**src/rtl/tcpsm_pkg.sv**
```systemverilog
// Package: shared types, flag masks and opcodes of the TCP connection state machine.
`timescale 1ns / 1ps

package tcpsm_pkg;

    localparam logic [7:0] FLAG_FIN = 8'h01;
    localparam logic [7:0] FLAG_SYN = 8'h02;
    localparam logic [7:0] FLAG_PSH = 8'h08;
    localparam logic [7:0] FLAG_ACK = 8'h10;

    localparam logic [1:0] OP_SEGMENT = 2'd0;
    localparam logic [1:0] OP_LISTEN  = 2'd1;
    localparam logic [1:0] OP_CONNECT = 2'd2;
    localparam logic [1:0] OP_SEND    = 2'd3;

    localparam logic REG_LOCAL_PORT   = 1'b0;
    localparam logic REG_INITIAL_SEQ  = 1'b1;

    typedef enum logic [3:0] {
        ST_CLOSED    = 4'd0,
        ST_LISTEN    = 4'd1,
        ST_SYNSENT   = 4'd2,
        ST_SYNRCVD   = 4'd3,
        ST_ESTAB     = 4'd4,
        ST_FINWAIT1  = 4'd5,
        ST_FINWAIT2  = 4'd6,
        ST_CLOSEWAIT = 4'd7,
        ST_CLOSING   = 4'd8,
        ST_LASTACK   = 4'd9,
        ST_TIMEWAIT  = 4'd10
    } state_t;

    typedef struct packed {
        logic [1:0]  opcode;
        logic [15:0] dest_port;
        logic [7:0]  seg_flags;
        logic [31:0] seg_seq;
        logic [31:0] seg_ack_num;
        logic [15:0] payload_len;
    } cmd_t;

    typedef struct packed {
        logic        seg_valid;
        logic [7:0]  out_flags;
        logic [31:0] out_seq;
        logic [31:0] out_ack;
        logic [15:0] out_len;
        logic [15:0] delivered_len;
        logic [3:0]  conn_state;
        logic        last;
    } res_t;

    // Results of one request: one or two result items.
    typedef struct packed {
        res_t first;
        res_t second;
        logic two;
    } pair_t;

    typedef struct packed {
        logic [15:0] local_port;
        logic [31:0] initial_local_seq;
    } cfg_t;

endpackage

```
**src/rtl/tcpsm_cfg.sv**
```systemverilog
// Configuration registers behind the APB-style port.
`timescale 1ns / 1ps

module tcpsm_cfg (
    input  logic               clk,
    input  logic               rst_n,
    input  logic               psel,
    input  logic               penable,
    input  logic               pwrite,
    input  logic [2:0]         paddr,
    input  logic [31:0]        pwdata,
    output logic [31:0]        prdata,
    output logic               pready,
    output tcpsm_pkg::cfg_t    cfg
);
    import tcpsm_pkg::*;

    logic [15:0] local_port_reg;
    logic [31:0] initial_seq_reg;
    logic        wr_en;

    assign pready = 1'b1;
    assign wr_en  = psel && penable && pwrite && pready;

    always_ff @(posedge clk or negedge rst_n)
    begin
        if (!rst_n)
        begin
            local_port_reg  <= 16'd0;
            initial_seq_reg <= 32'd0;
        end
        else if (wr_en)
        begin
            unique case (paddr[2])
                REG_LOCAL_PORT:  local_port_reg  <= pwdata[15:0];
                REG_INITIAL_SEQ: initial_seq_reg <= pwdata;
            endcase
        end
    end

    always_comb
    begin
        unique case (paddr[2])
            REG_LOCAL_PORT:  prdata = {16'd0, local_port_reg};
            REG_INITIAL_SEQ: prdata = initial_seq_reg;
        endcase
    end

    assign cfg.local_port        = local_port_reg;
    assign cfg.initial_local_seq = initial_seq_reg;

endmodule

```
**src/rtl/tcpsm_core.sv**
```systemverilog
// Connection state, sequence registers and the per-request transition logic.
`timescale 1ns / 1ps

module tcpsm_core (
    input  logic             clk,
    input  logic             rst_n,
    input  logic             fire,
    input  tcpsm_pkg::cmd_t  cmd,
    input  tcpsm_pkg::cfg_t  cfg,
    output tcpsm_pkg::pair_t pair
);
    import tcpsm_pkg::*;

    state_t      state_reg, state_next;
    logic [31:0] local_seq_reg, local_seq_next;
    logic [31:0] remote_seq_reg, remote_seq_next;

    logic syn, ack, fin, psh, seg_ok;
    logic [31:0] seq_plus1, seq_plus_len;

    assign syn    = (cmd.seg_flags & FLAG_SYN) != 8'd0;
    assign ack    = (cmd.seg_flags & FLAG_ACK) != 8'd0;
    assign fin    = (cmd.seg_flags & FLAG_FIN) != 8'd0;
    assign psh    = (cmd.seg_flags & FLAG_PSH) != 8'd0;
    assign seg_ok = (cmd.opcode == OP_SEGMENT) && (cmd.dest_port == cfg.local_port);

    assign seq_plus1    = cmd.seg_seq + 32'd1;
    assign seq_plus_len = cmd.seg_seq + {16'd0, cmd.payload_len};

    // Next state and sequence numbers.
    always_comb
    begin
        state_next      = state_reg;
        local_seq_next  = local_seq_reg;
        remote_seq_next = remote_seq_reg;
        if (cmd.opcode == OP_LISTEN)
        begin
            state_next     = ST_LISTEN;
            local_seq_next = cfg.initial_local_seq;
        end
        else if (cmd.opcode == OP_CONNECT)
        begin
            state_next     = ST_SYNSENT;
            local_seq_next = cfg.initial_local_seq + 32'd1;
        end
        else if (seg_ok)
        begin
            unique case (state_reg)
                ST_LISTEN:
                begin
                    if (syn)
                    begin
                        remote_seq_next = seq_plus1;
                        state_next      = ST_SYNRCVD;
                    end
                end
                ST_SYNSENT:
                begin
                    if (syn)
                    begin
                        remote_seq_next = seq_plus1;
                        state_next      = ack ? ST_ESTAB : ST_SYNRCVD;
                    end
                end
                ST_SYNRCVD:
                begin
                    if (ack)
                    begin
                        local_seq_next = cmd.seg_ack_num;
                        state_next     = ST_ESTAB;
                    end
                end
                ST_ESTAB:
                begin
                    priority if (psh && ack)
                    begin
                        local_seq_next  = cmd.seg_ack_num;
                        remote_seq_next = seq_plus_len;
                    end
                    else if (fin && ack)
                    begin
                        remote_seq_next = seq_plus1;
                        state_next      = ST_LASTACK;
                    end
                    else if (ack)
                    begin
                        local_seq_next = cmd.seg_ack_num;
                    end
                    else
                    begin
                    end
                end
                ST_FINWAIT1:
                begin
                    priority if (ack)
                    begin
                        state_next = ST_FINWAIT2;
                    end
                    else if (fin)
                    begin
                        remote_seq_next = seq_plus1;
                        state_next      = ST_CLOSING;
                    end
                    else
                    begin
                    end
                end
                ST_FINWAIT2:
                begin
                    if (fin)
                        state_next = ST_CLOSED;
                end
                ST_CLOSING, ST_LASTACK:
                begin
                    if (ack)
                        state_next = ST_CLOSED;
                end
                default:
                begin
                end
            endcase
        end
    end

    // Result items; replies to received segments carry the updated sequence numbers.
    always_comb
    begin
        pair = '0;
        if (cmd.opcode == OP_CONNECT)
        begin
            pair.first.seg_valid = 1'b1;
            pair.first.out_flags = FLAG_SYN;
            pair.first.out_seq   = cfg.initial_local_seq;
        end
        else if (cmd.opcode == OP_SEND)
        begin
            if (state_reg == ST_ESTAB)
            begin
                pair.first.seg_valid     = 1'b1;
                pair.first.out_flags     = FLAG_PSH | FLAG_ACK;
                pair.first.out_seq       = local_seq_reg;
                pair.first.out_ack       = remote_seq_reg;
                pair.first.out_len       = cmd.payload_len;
                pair.first.delivered_len = cmd.payload_len;
            end
        end
        else if (seg_ok)
        begin
            pair.first.out_seq = local_seq_next;
            pair.first.out_ack = remote_seq_next;
            unique case (state_reg)
                ST_LISTEN:
                begin
                    if (syn)
                    begin
                        pair.first.seg_valid = 1'b1;
                        pair.first.out_flags = FLAG_ACK | FLAG_SYN;
                    end
                end
                ST_SYNSENT:
                begin
                    if (syn)
                    begin
                        pair.first.seg_valid = 1'b1;
                        pair.first.out_flags = FLAG_ACK;
                    end
                end
                ST_ESTAB:
                begin
                    priority if (psh && ack)
                    begin
                        pair.first.seg_valid     = 1'b1;
                        pair.first.out_flags     = FLAG_ACK;
                        pair.first.delivered_len = cmd.payload_len;
                    end
                    else if (fin && ack)
                    begin
                        pair.first.seg_valid  = 1'b1;
                        pair.first.out_flags  = FLAG_ACK;
                        pair.two              = 1'b1;
                        pair.second.seg_valid = 1'b1;
                        pair.second.out_flags = FLAG_FIN;
                        pair.second.out_seq   = local_seq_next;
                        pair.second.out_ack   = remote_seq_next;
                    end
                    else
                    begin
                    end
                end
                ST_FINWAIT1:
                begin
                    if (!ack && fin)
                    begin
                        pair.first.seg_valid = 1'b1;
                        pair.first.out_flags = FLAG_ACK;
                    end
                end
                default:
                begin
                end
            endcase
            // No segment: the result's sequence and acknowledgement fields read as zero.
            if (!pair.first.seg_valid)
            begin
                pair.first.out_seq = 32'd0;
                pair.first.out_ack = 32'd0;
            end
        end
        pair.first.conn_state  = state_next;
        pair.first.last        = !pair.two;
        pair.second.conn_state = state_next;
        pair.second.last       = 1'b1;
    end

    always_ff @(posedge clk or negedge rst_n)
    begin
        if (!rst_n)
        begin
            state_reg      <= ST_CLOSED;
            local_seq_reg  <= 32'd0;
            remote_seq_reg <= 32'd0;
        end
        else if (fire)
        begin
            state_reg      <= state_next;
            local_seq_reg  <= local_seq_next;
            remote_seq_reg <= remote_seq_next;
        end
    end

endmodule

```
**src/rtl/tcpsm_outq.sv**
```systemverilog
// Two-slot result queue; each slot holds one request's results, sent one per cycle while res_stall is low.
`timescale 1ns / 1ps

module tcpsm_outq (
    input  logic             clk,
    input  logic             rst_n,
    input  logic             push,
    input  tcpsm_pkg::pair_t push_pair,
    output logic             room,
    output logic             res_valid,
    input  logic             res_stall,
    output tcpsm_pkg::res_t  res
);
    import tcpsm_pkg::*;

    pair_t      slot_reg [2];
    logic [1:0] count_reg, count_next;
    logic       head_reg, head_next;
    logic       tail_reg, tail_next;
    logic       sub_reg, sub_next;
    pair_t      head_pair;
    logic       take, pop;

    assign head_pair = slot_reg[head_reg];
    assign room      = count_reg != 2'd2;
    assign res_valid = count_reg != 2'd0;
    assign res       = sub_reg ? head_pair.second : head_pair.first;
    assign take      = res_valid && !res_stall;
    // Retire the slot after its last result goes out.
    assign pop       = take && (!head_pair.two || sub_reg);

    always_comb
    begin
        count_next = count_reg + {1'b0, push} - {1'b0, pop};
        head_next  = pop  ? !head_reg : head_reg;
        tail_next  = push ? !tail_reg : tail_reg;
        sub_next   = sub_reg;
        if (take)
            sub_next = !pop;
    end

    always_ff @(posedge clk or negedge rst_n)
    begin
        if (!rst_n)
        begin
            count_reg <= 2'd0;
            head_reg  <= 1'b0;
            tail_reg  <= 1'b0;
            sub_reg   <= 1'b0;
        end
        else
        begin
            count_reg <= count_next;
            head_reg  <= head_next;
            tail_reg  <= tail_next;
            sub_reg   <= sub_next;
        end
    end

    always_ff @(posedge clk)
    begin
        if (push)
            slot_reg[tail_reg] <= push_pair;
    end

    a_no_overflow: assert property (@(posedge clk) disable iff (!rst_n)
        push |-> (count_reg != 2'd2 || pop))
        else $error("push into a full result queue");

    a_count_range: assert property (@(posedge clk) disable iff (!rst_n)
        count_reg != 2'd3)
        else $error("result queue count out of range");

    a_second_follows: assert property (@(posedge clk) disable iff (!rst_n)
        (take && head_pair.two && !sub_reg) |=> (sub_reg && res_valid))
        else $error("second result of a request was not presented");

    a_sub_only_pairs: assert property (@(posedge clk) disable iff (!rst_n)
        sub_reg |-> (res_valid && head_pair.two))
        else $error("second-result select set on a single-result slot");

endmodule

```
**src/rtl/tcp_connection_state_machine.sv**
```systemverilog
// Top level: request register, connection state logic, result queue and config port.
`timescale 1ns / 1ps

// One TCP endpoint's connection state machine. Each request is a command
// (listen, connect, send) or a received segment header; each produces one
// result item, or two for a FIN with ACK in ESTABLISHED (an ACK, then a FIN).
// A request is accepted into an input register and evaluated against the
// state, local and remote sequence registers once the queue has a free slot;
// its results are written into a two-slot result queue at the end of the
// cycle in which it is evaluated, and res presents them from there. A new
// request can be taken every cycle while cmd_stall is low; sustained flow is
// bounded by the single result port, which drains the queue one result a
// cycle while res_stall is low. cmd_stall rises only while the input register
// holds a request and both queue slots are occupied. Segments whose
// destination port differs from local_port leave the state untouched.
// Write local_port (address 0) and initial_local_seq (address 4) only while
// no request is in flight.
module tcp_connection_state_machine (
    input  logic             clk,
    input  logic             rst_n,
    input  logic             psel,
    input  logic             penable,
    input  logic             pwrite,
    input  logic [2:0]       paddr,
    input  logic [31:0]      pwdata,
    output logic [31:0]      prdata,
    output logic             pready,
    input  logic             cmd_valid,
    output logic             cmd_stall,
    input  tcpsm_pkg::cmd_t  cmd,
    output logic             res_valid,
    input  logic             res_stall,
    output tcpsm_pkg::res_t  res
);
    import tcpsm_pkg::*;

    cfg_t  cfg;
    cmd_t  cmd_reg;
    logic  held_reg, held_next;
    logic  room;
    logic  fire;
    logic  accept;
    pair_t pair;

    tcpsm_cfg u_cfg (
        .clk     (clk),
        .rst_n   (rst_n),
        .psel    (psel),
        .penable (penable),
        .pwrite  (pwrite),
        .paddr   (paddr),
        .pwdata  (pwdata),
        .prdata  (prdata),
        .pready  (pready),
        .cfg     (cfg)
    );

    // Evaluate the held request once the queue has a free slot.
    assign fire      = held_reg && room;
    assign cmd_stall = held_reg && !room;
    assign accept    = cmd_valid && !cmd_stall;

    always_comb
    begin
        held_next = held_reg;
        if (accept)
            held_next = 1'b1;
        else if (fire)
            held_next = 1'b0;
    end

    always_ff @(posedge clk or negedge rst_n)
    begin
        if (!rst_n)
            held_reg <= 1'b0;
        else
            held_reg <= held_next;
    end

    // Hold the request payload; no reset needed.
    always_ff @(posedge clk)
    begin
        if (accept)
            cmd_reg <= cmd;
    end

    tcpsm_core u_core (
        .clk   (clk),
        .rst_n (rst_n),
        .fire  (fire),
        .cmd   (cmd_reg),
        .cfg   (cfg),
        .pair  (pair)
    );

    tcpsm_outq u_outq (
        .clk       (clk),
        .rst_n     (rst_n),
        .push      (fire),
        .push_pair (pair),
        .room      (room),
        .res_valid (res_valid),
        .res_stall (res_stall),
        .res       (res)
    );

    a_stall_only_when_full: assert property (@(posedge clk) disable iff (!rst_n)
        cmd_stall |-> (held_reg && !room))
        else $error("request stalled with a free queue slot");

    a_fire_leaves_result: assert property (@(posedge clk) disable iff (!rst_n)
        fire |=> res_valid)
        else $error("evaluated request left no result");

    a_two_ends_lastack: assert property (@(posedge clk) disable iff (!rst_n)
        (fire && pair.two) |-> (pair.second.conn_state == ST_LASTACK))
        else $error("two results outside the passive close");

endmodule
```
**config.mk**
```make
export PLATFORM = sky130hd
export DESIGN_NAME = tcp_connection_state_machine
export DESIGN_NICKNAME = d
export VERILOG_FILES = /design/src/rtl/tcpsm_pkg.sv /design/src/rtl/tcpsm_cfg.sv /design/src/rtl/tcpsm_core.sv /design/src/rtl/tcpsm_outq.sv /design/src/rtl/tcp_connection_state_machine.sv
export SDC_FILE = /design/constraint.sdc
export NUM_CORES = 1
export LEC_CHECK = 0
export BUFFER_PORTS_ARGS = -buffer_cell sky130_fd_sc_hd__buf_2
export CAP_MARGIN = 20
export CORE_AREA = 2 2 265 267
export CTS_CLUSTER_SIZE = 25
export DETAILED_ROUTE_END_ITERATION = 6
export DIE_AREA = 0 0 267 269
export PLACE_DENSITY = 0.66
export SYNTH_ARGS = -nofsm -noshare
export SYNTH_HDL_FRONTEND = slang
export SYNTH_SLANG_ARGS = --single-unit
```
**constraint.sdc**
```tcl
create_clock -name clk -period 8.9 [get_ports clk]
set_input_delay 2.67 -clock clk [delete_from_list [all_inputs] [get_ports clk]]
set_output_delay 2.67 -clock clk [all_outputs]
set_load 0.05 [all_outputs]
```
## After elaboration in Yosys (flattened, before gate mapping)

Memories as Yosys holds them, arrays and structs flattened.
Index checks and enable logic that the tools add are counted.

| storage, ports and cells | value |
|---|---|
| memories | 1 |
| bits in latches | 0 |
| bits in registers | 225 |
| bits in read-only memories | 0 |
| input bits | 148 |
| bits in writable memories | 376 |
| output and inout port bits | 145 |

| cells by class | value |
|---|---|
| order comparisons | 0 |
| bitwise logic cells | 1 |
| div/mod/pow operators | 0 |
| reductions and logical operators | 28 |
| equality and inequality tests | 13 |
| shift-type cells | 0 |
| multipliers | 0 |
| add/subtract/negate cells | 5 |
| muxes and demuxes | 68 |

Memories:

| name | depth | bits a word | rd ports | clocked after Yosys merged registers in | wr ports | line | RTL |
|---|---|---|---|---|---|---|---|
| u_outq.slot_reg | 2 | 188 | 1 | 0 | 1 | tcpsm_outq.sv:16 | `pair_t slot_reg [2];` |

Operator list:

| kind | number |
|---|---|
| $mux W73 | 8 |
| $mux W32 | 14 |
| $mux W64 | 2 |
| $pmux W32 S2 | 2 |
| $mux W110 | 1 |
| $mux W105 | 1 |
| $pmux W32 S3 | 1 |
| $mux W16 | 5 |
| $mux W9 | 8 |
| $add A32 B1 Y32 const B | 2 |
| $mux W4 | 12 |
| $mux W41 | 1 |
| $pmux W9 S4 | 1 |
| $add A32 B16 Y32 | 1 |
| $pmux W4 S7 | 1 |
| $eq A16 B16 Y1 | 1 |
| $eq A4 B3 Y1 const B | 3 |
| $logic_and A1 B1 Y1 | 11 |
| $mux W1 | 10 |
| $logic_not A1 Y1 | 9 |
| $eq A4 B2 Y1 const B | 2 |
| $eq A4 B4 Y1 const B | 2 |
| $eq A2 B2 Y1 const B | 2 |
| $eq A4 B1 Y1 const B | 1 |
| 11 further kinds | 14 |

## Depth between registers and ports, before layout

| depth | value |
|---|---|
| word-level depth | 13 |
| depth in mapped cells | 11 |
| depth with buffers taken out | 11 |

## Modules after synthesis

A second synthesis with hierarchy kept.

| second synthesis, totals | value |
|---|---|
| cells, all modules | 2262 |
| area total of the unflattened synthesis | 31343.8 µm² |

By module, submodules not included:

| module | cells an instance | instances | area each (µm²) |
|---|---|---|---|
| tcpsm_outq | 607 | 1 | 16264.3 |
| tcpsm_core | 1403 | 1 | 9646.8 |
| tcp_connection_state_machine | 112 | 1 | 3246.9 |
| tcpsm_cfg | 140 | 1 | 2185.8 |

## Worst setup path after synthesis

Ideal clock, no wire load.

| timing | value |
|---|---|
| path type | reg2reg |
| start | reg u_outq.count_reg[1] |
| end | mem u_outq.slot_reg[0][100] in the netlist's numbering (enable) |
| required time | 8197 ps |
| stages on the path, launching flop included | 5 |
| data arrival time | 7897 ps |
| path buffers | 1 |
| setup slack | 300 ps |
| cells stage by stage | dfrtp_1 -> nand2_1 -> nand2_1 -> clkbuf_1 -> nor2_1 |

| between the ends | value |
|---|---|
| cells in the longest elaborated chain, start to end | 4 |

RTL lines:

| what | line | RTL |
|---|---|---|
| from (decl) | tcpsm_outq.sv:17 | `logic [1:0] count_reg, count_next;` |
| from (signal assigned) | tcpsm_outq.sv:53 | `count_reg <= count_next;` |
| $ne A2 B2 Y1 | tcpsm_outq.sv:25 | `assign room = count_reg != 2'd2;` |
| $logic_and A1 B1 Y1 | tcp_connection_state_machine.sv:59 | `assign fire = held_reg && room;` |
| $mux W1 | tcpsm_outq.sv:62 | `if (push)` |
| $mux W1 (implied by the code) | tcpsm_outq.sv:63 | `slot_reg[tail_reg] <= push_pair;` |
| to (decl) | tcpsm_outq.sv:16 |  |

Every way passes these cells.

## Worst setup path after layout

| timing | value |
|---|---|
| start | in paddr[2] |
| end | out prdata[13] |

| between the ends | value |
|---|---|
| cells in the longest elaborated chain, start to end | 2 |

RTL lines:

| what | line | RTL |
|---|---|---|
| from (decl) | tcp_connection_state_machine.sv:24 | `input logic [2:0] paddr,` |
| $not A1 Y1 | tcpsm_cfg.sv:43 | `unique case (paddr[2])` |
| $pmux W32 S2 (*) | tcpsm_cfg.sv:43 |  |
| to (decl) | tcp_connection_state_machine.sv:26 | `output logic [31:0] prdata,` |

Every way passes the cells marked *; elsewhere a longest branch is shown, timed or not.

==> impl_results.md <==
- NetSw: 4.31 mW
- Top achievable clock speed: roughly 0.15 GHz
- Root Driver: clkbuf_16
- Post_cts resized: 0
- Sequential Power Share: 38.2%
- Initial antenna violation count: 7
- Final WL: approximately 80000 um
- Via density: about 5.7
- Post-route minimum period: 6.50 ns
- Largest net degree at the start of global routing: 84
- Max reg flops: 340
- Synth Area in Compound Gates: approximately 12%
- Number of remaining DRC errors: 0
- CP top delay family: buffers and inverters
- Fill count: 6157
- Worst path max stage delay: just over 0.5 ns
- Xor-xnor portion of the synthesized cell area: 2.49%
- Mapped cell area: 27400 um2
- Mapped Cells: 2184
- Maxcap violations: 0
- Final Setup Violations: 0
- Mux contribution to synthesized area: 11.7%
- Port Buf Inserts: approximately 280
- Peak VDD IR: ~170 uV
- Clock Skew: 0.0670 ns
- Worst skew pair latency: roughly 0.66 ns
- TritonCTS clock tree: done
- Clock power share: 25.5%
- Top Ports: 293
- Cell mode on critical path: buf_2
- Routed Antenna Nets: 0
- Largest family of logic cells by synthesized area: multiplexers
- CP required: 6.23 ns
- R2R Setup Slk: 4.87 ns
- Combinational Power Share: a little over a third
- RSZ-0062 raised after global routing: no
- CTS HTree Levels: 2
- Synth Area in Simple Gates: 10.9%
- Starting Density: 39.5%
- Synth-to-layout area growth: 16.4%
- WP data arrival: 3.83 ns
- CP max FO: 34
- WL/cell: 23.2 um
- Slew Viols, Final: 0
- Slowest stage cell on the critical path: buf_2
- Worst Tran Pin Value: about 1.1 ns
- Vias in the first global route: 19400
- Post-CTS setup buffer count: 0
- Pleak: between 10 and 15 nW
- Fraction of layout cells with a size suffix above 1: 24.3%
- Post-CTS Hold Fix Bufs: 0
- Worst min path class: flip-flop to flip-flop
- WP buf/inv: 2
- Num CTS Buffers: 59
- Power density over the cells: 337 nW/um2
- First drt pass iteration count: 7
- Run status: complete, no violations
- Max-slew headroom: between 20 and 30%
- Core Box Area: 69300 um2
- Switch share: 40.1%
- Tcrit/Tclk final: 73.0%
- Synth top area share: 48.5%
- CP Launch Type: primary input
- Clock buffer depth: 3
- Site Rows: 97
- Syn_area_per_cell: 12.5 um2
- Yosys top cell by area: edfxtp_1
- Setup TNS: 0 ns
- Fin nets: 2581
- Synth cell types: between 90 and 100
- Post-synth EDFFs: around 440
- Vias after detailed routing: slightly below 20000
- CP Class: primary input to output pin
- Final Hold Fails: 0
- Yosys reg bits: 564
- DIE HEIGHT: 269 um
- Ys async rst share: between 20% and 30%
- Hold_ws: 0.516 ns
- Most frequent cell after synthesis: edfxtp_1
- Cells after DPL: 3288
- Grt ovf: 0
- Share of the yosys chip area belonging to registers: 59.6%
- DP HPWL: between 50000 and 60000 um
- Largest cells by area after synthesis: edfxtp_1, dfrtp_1, mux4_2, mux2i_1, mux2_2
- Fin cells: 3403
- CTS Sinks: 564
- Worst-path clk slew: approximately 0.06 ns
- Cell-internal power: 6.43 mW
- Placer Congestion: around 0.89
- Post-synthesis adder-cell area fraction: about 1.1%
- Synth cell count leaders: edfxtp_1, nor2_1, nand2_1, o21ai_0, dfrtp_1
- Setup crit end kind: output pin
- Tot GR Track Use: between 20 and 25%
- Ys Warns: 0
- Util after Layout: 46.0%
- Initial drt markers: approximately 1900
- First-pass GRT wire length: roughly 120000 um
- DIE AREA: just over 70000 um2
- Post-synth top flop: edfxtp_1
- Chain of cells forming the critical path: buf_2, mux2_2, buf_2
- Chip width: 267 um
[power groups by stage]
stage | registers [mW] | clock network, mW | logic, mW
floorplan | 3.99 | 0 | 3.06
global placement | 4.11 | 0 | 3.87
detailed placement | 4.16 | 0 | 3.93
CTS | 4.11 | 2.78 | 3.94
global route | 4.18 | 2.89 | 4.14
finish | 4.10 | 2.74 | 3.89
[worst reg2reg max path: stages (launching register included)]
cell      delay (ns)
dfrtp_1         0.74
nand2b_1        0.23
nor3_2          0.14
buf_4           0.40
nand3_1         0.46
inv_2           0.46
buf_4           0.83
nand2_1         0.13
o21ai_0         0.33
[logic make-up (layout without fill, tap and decap cells)]
| family | after synthesis | in the layout |
|---|---|---|
| compound gates | 485 | 485 |
| simple gates | 624 | 624 |
| xor+xnor | 78 | 78 |
| flops | 564 | 564 |
| fa+ha+maj | 23 | 23 |
| other cells | 2 | 6 |
| buf+inv | 176 | 451 |
| mux | 232 | 232 |
[placed cells by master (no fill, tap or decap), drive strengths merged, types with 27 or more instances in the layout]
cell type / instances
mux2i: 94
nand2: 174
clkbuf: 72
a21oi: 98
nand4: 29
o21ai: 162
xor2: 27
mux2: 74
mux4: 64
dfrtp: 122
and2: 66
nor3: 34
buf: 312
a211oi: 35
a22oi: 39
edfxtp: 442
nand3: 49
nor2: 205
inv: 29
xnor2: 51
[through the flow]
| step | instance area, um2 | worst slack (ns) | total power, mW |
|---|---|---|---|
| after global placement | 29600 | 2.41 | 7.98 |
| after global routing | 31900 | 2.33 | 11.2 |
| final | 31900 | 2.40 | 10.7 |
| after detailed placement | 29600 | 2.40 | 8.09 |
| after CTS | 31800 | 2.39 | 10.8 |
| after floorplan | 27400 | 0.300 | 7.06 |
[per-layer routing]
metal  track usage, %  vias up  wire [um]
met5                0        -         80
met4             7.12       12       2380
met3             3.88      164       5600
met2             37.9      862      39900
met1             27.2     9650      31000
li1                 -     8715          -
[path summary, 6_finish.rpt]
path / start / to / cells after the start
worst min register to register: u_core.local_seq_reg[24] / u_core.local_seq_reg[24] / 2
worst max-delay path: paddr[2] / prdata[13] / 3
worst max register to register: u_core.state_reg[2] / u_outq.slot_reg[0][123] / 8
min in group asynchronous: rst_n / u_cfg.initial_seq_reg[14] / 1
max in group asynchronous: rst_n / u_core.remote_seq_reg[18] / 2
worst min-delay path: u_core.local_seq_reg[24] / u_core.local_seq_reg[24] / 2
[cell type report]
| cell class | instances | area (um2) | share of cell area, % |
|---|---|---|---|
| inverter | 28 | 105 | 0.330 |
| antenna | 1 | 2.50 | 0.00785 |
| sequential | 564 | 16300 | 51.3 |
| timing repair buffer | 312 | 1670 | 5.23 |
| multi-input combinational | 1447 | 10400 | 32.6 |
| clock buffer | 72 | 1580 | 4.94 |
| clock inverter | 39 | 628 | 1.97 |
| tap | 940 | 1180 | 3.69 |
Note: power is estimated with default switching activity, not from simulation.
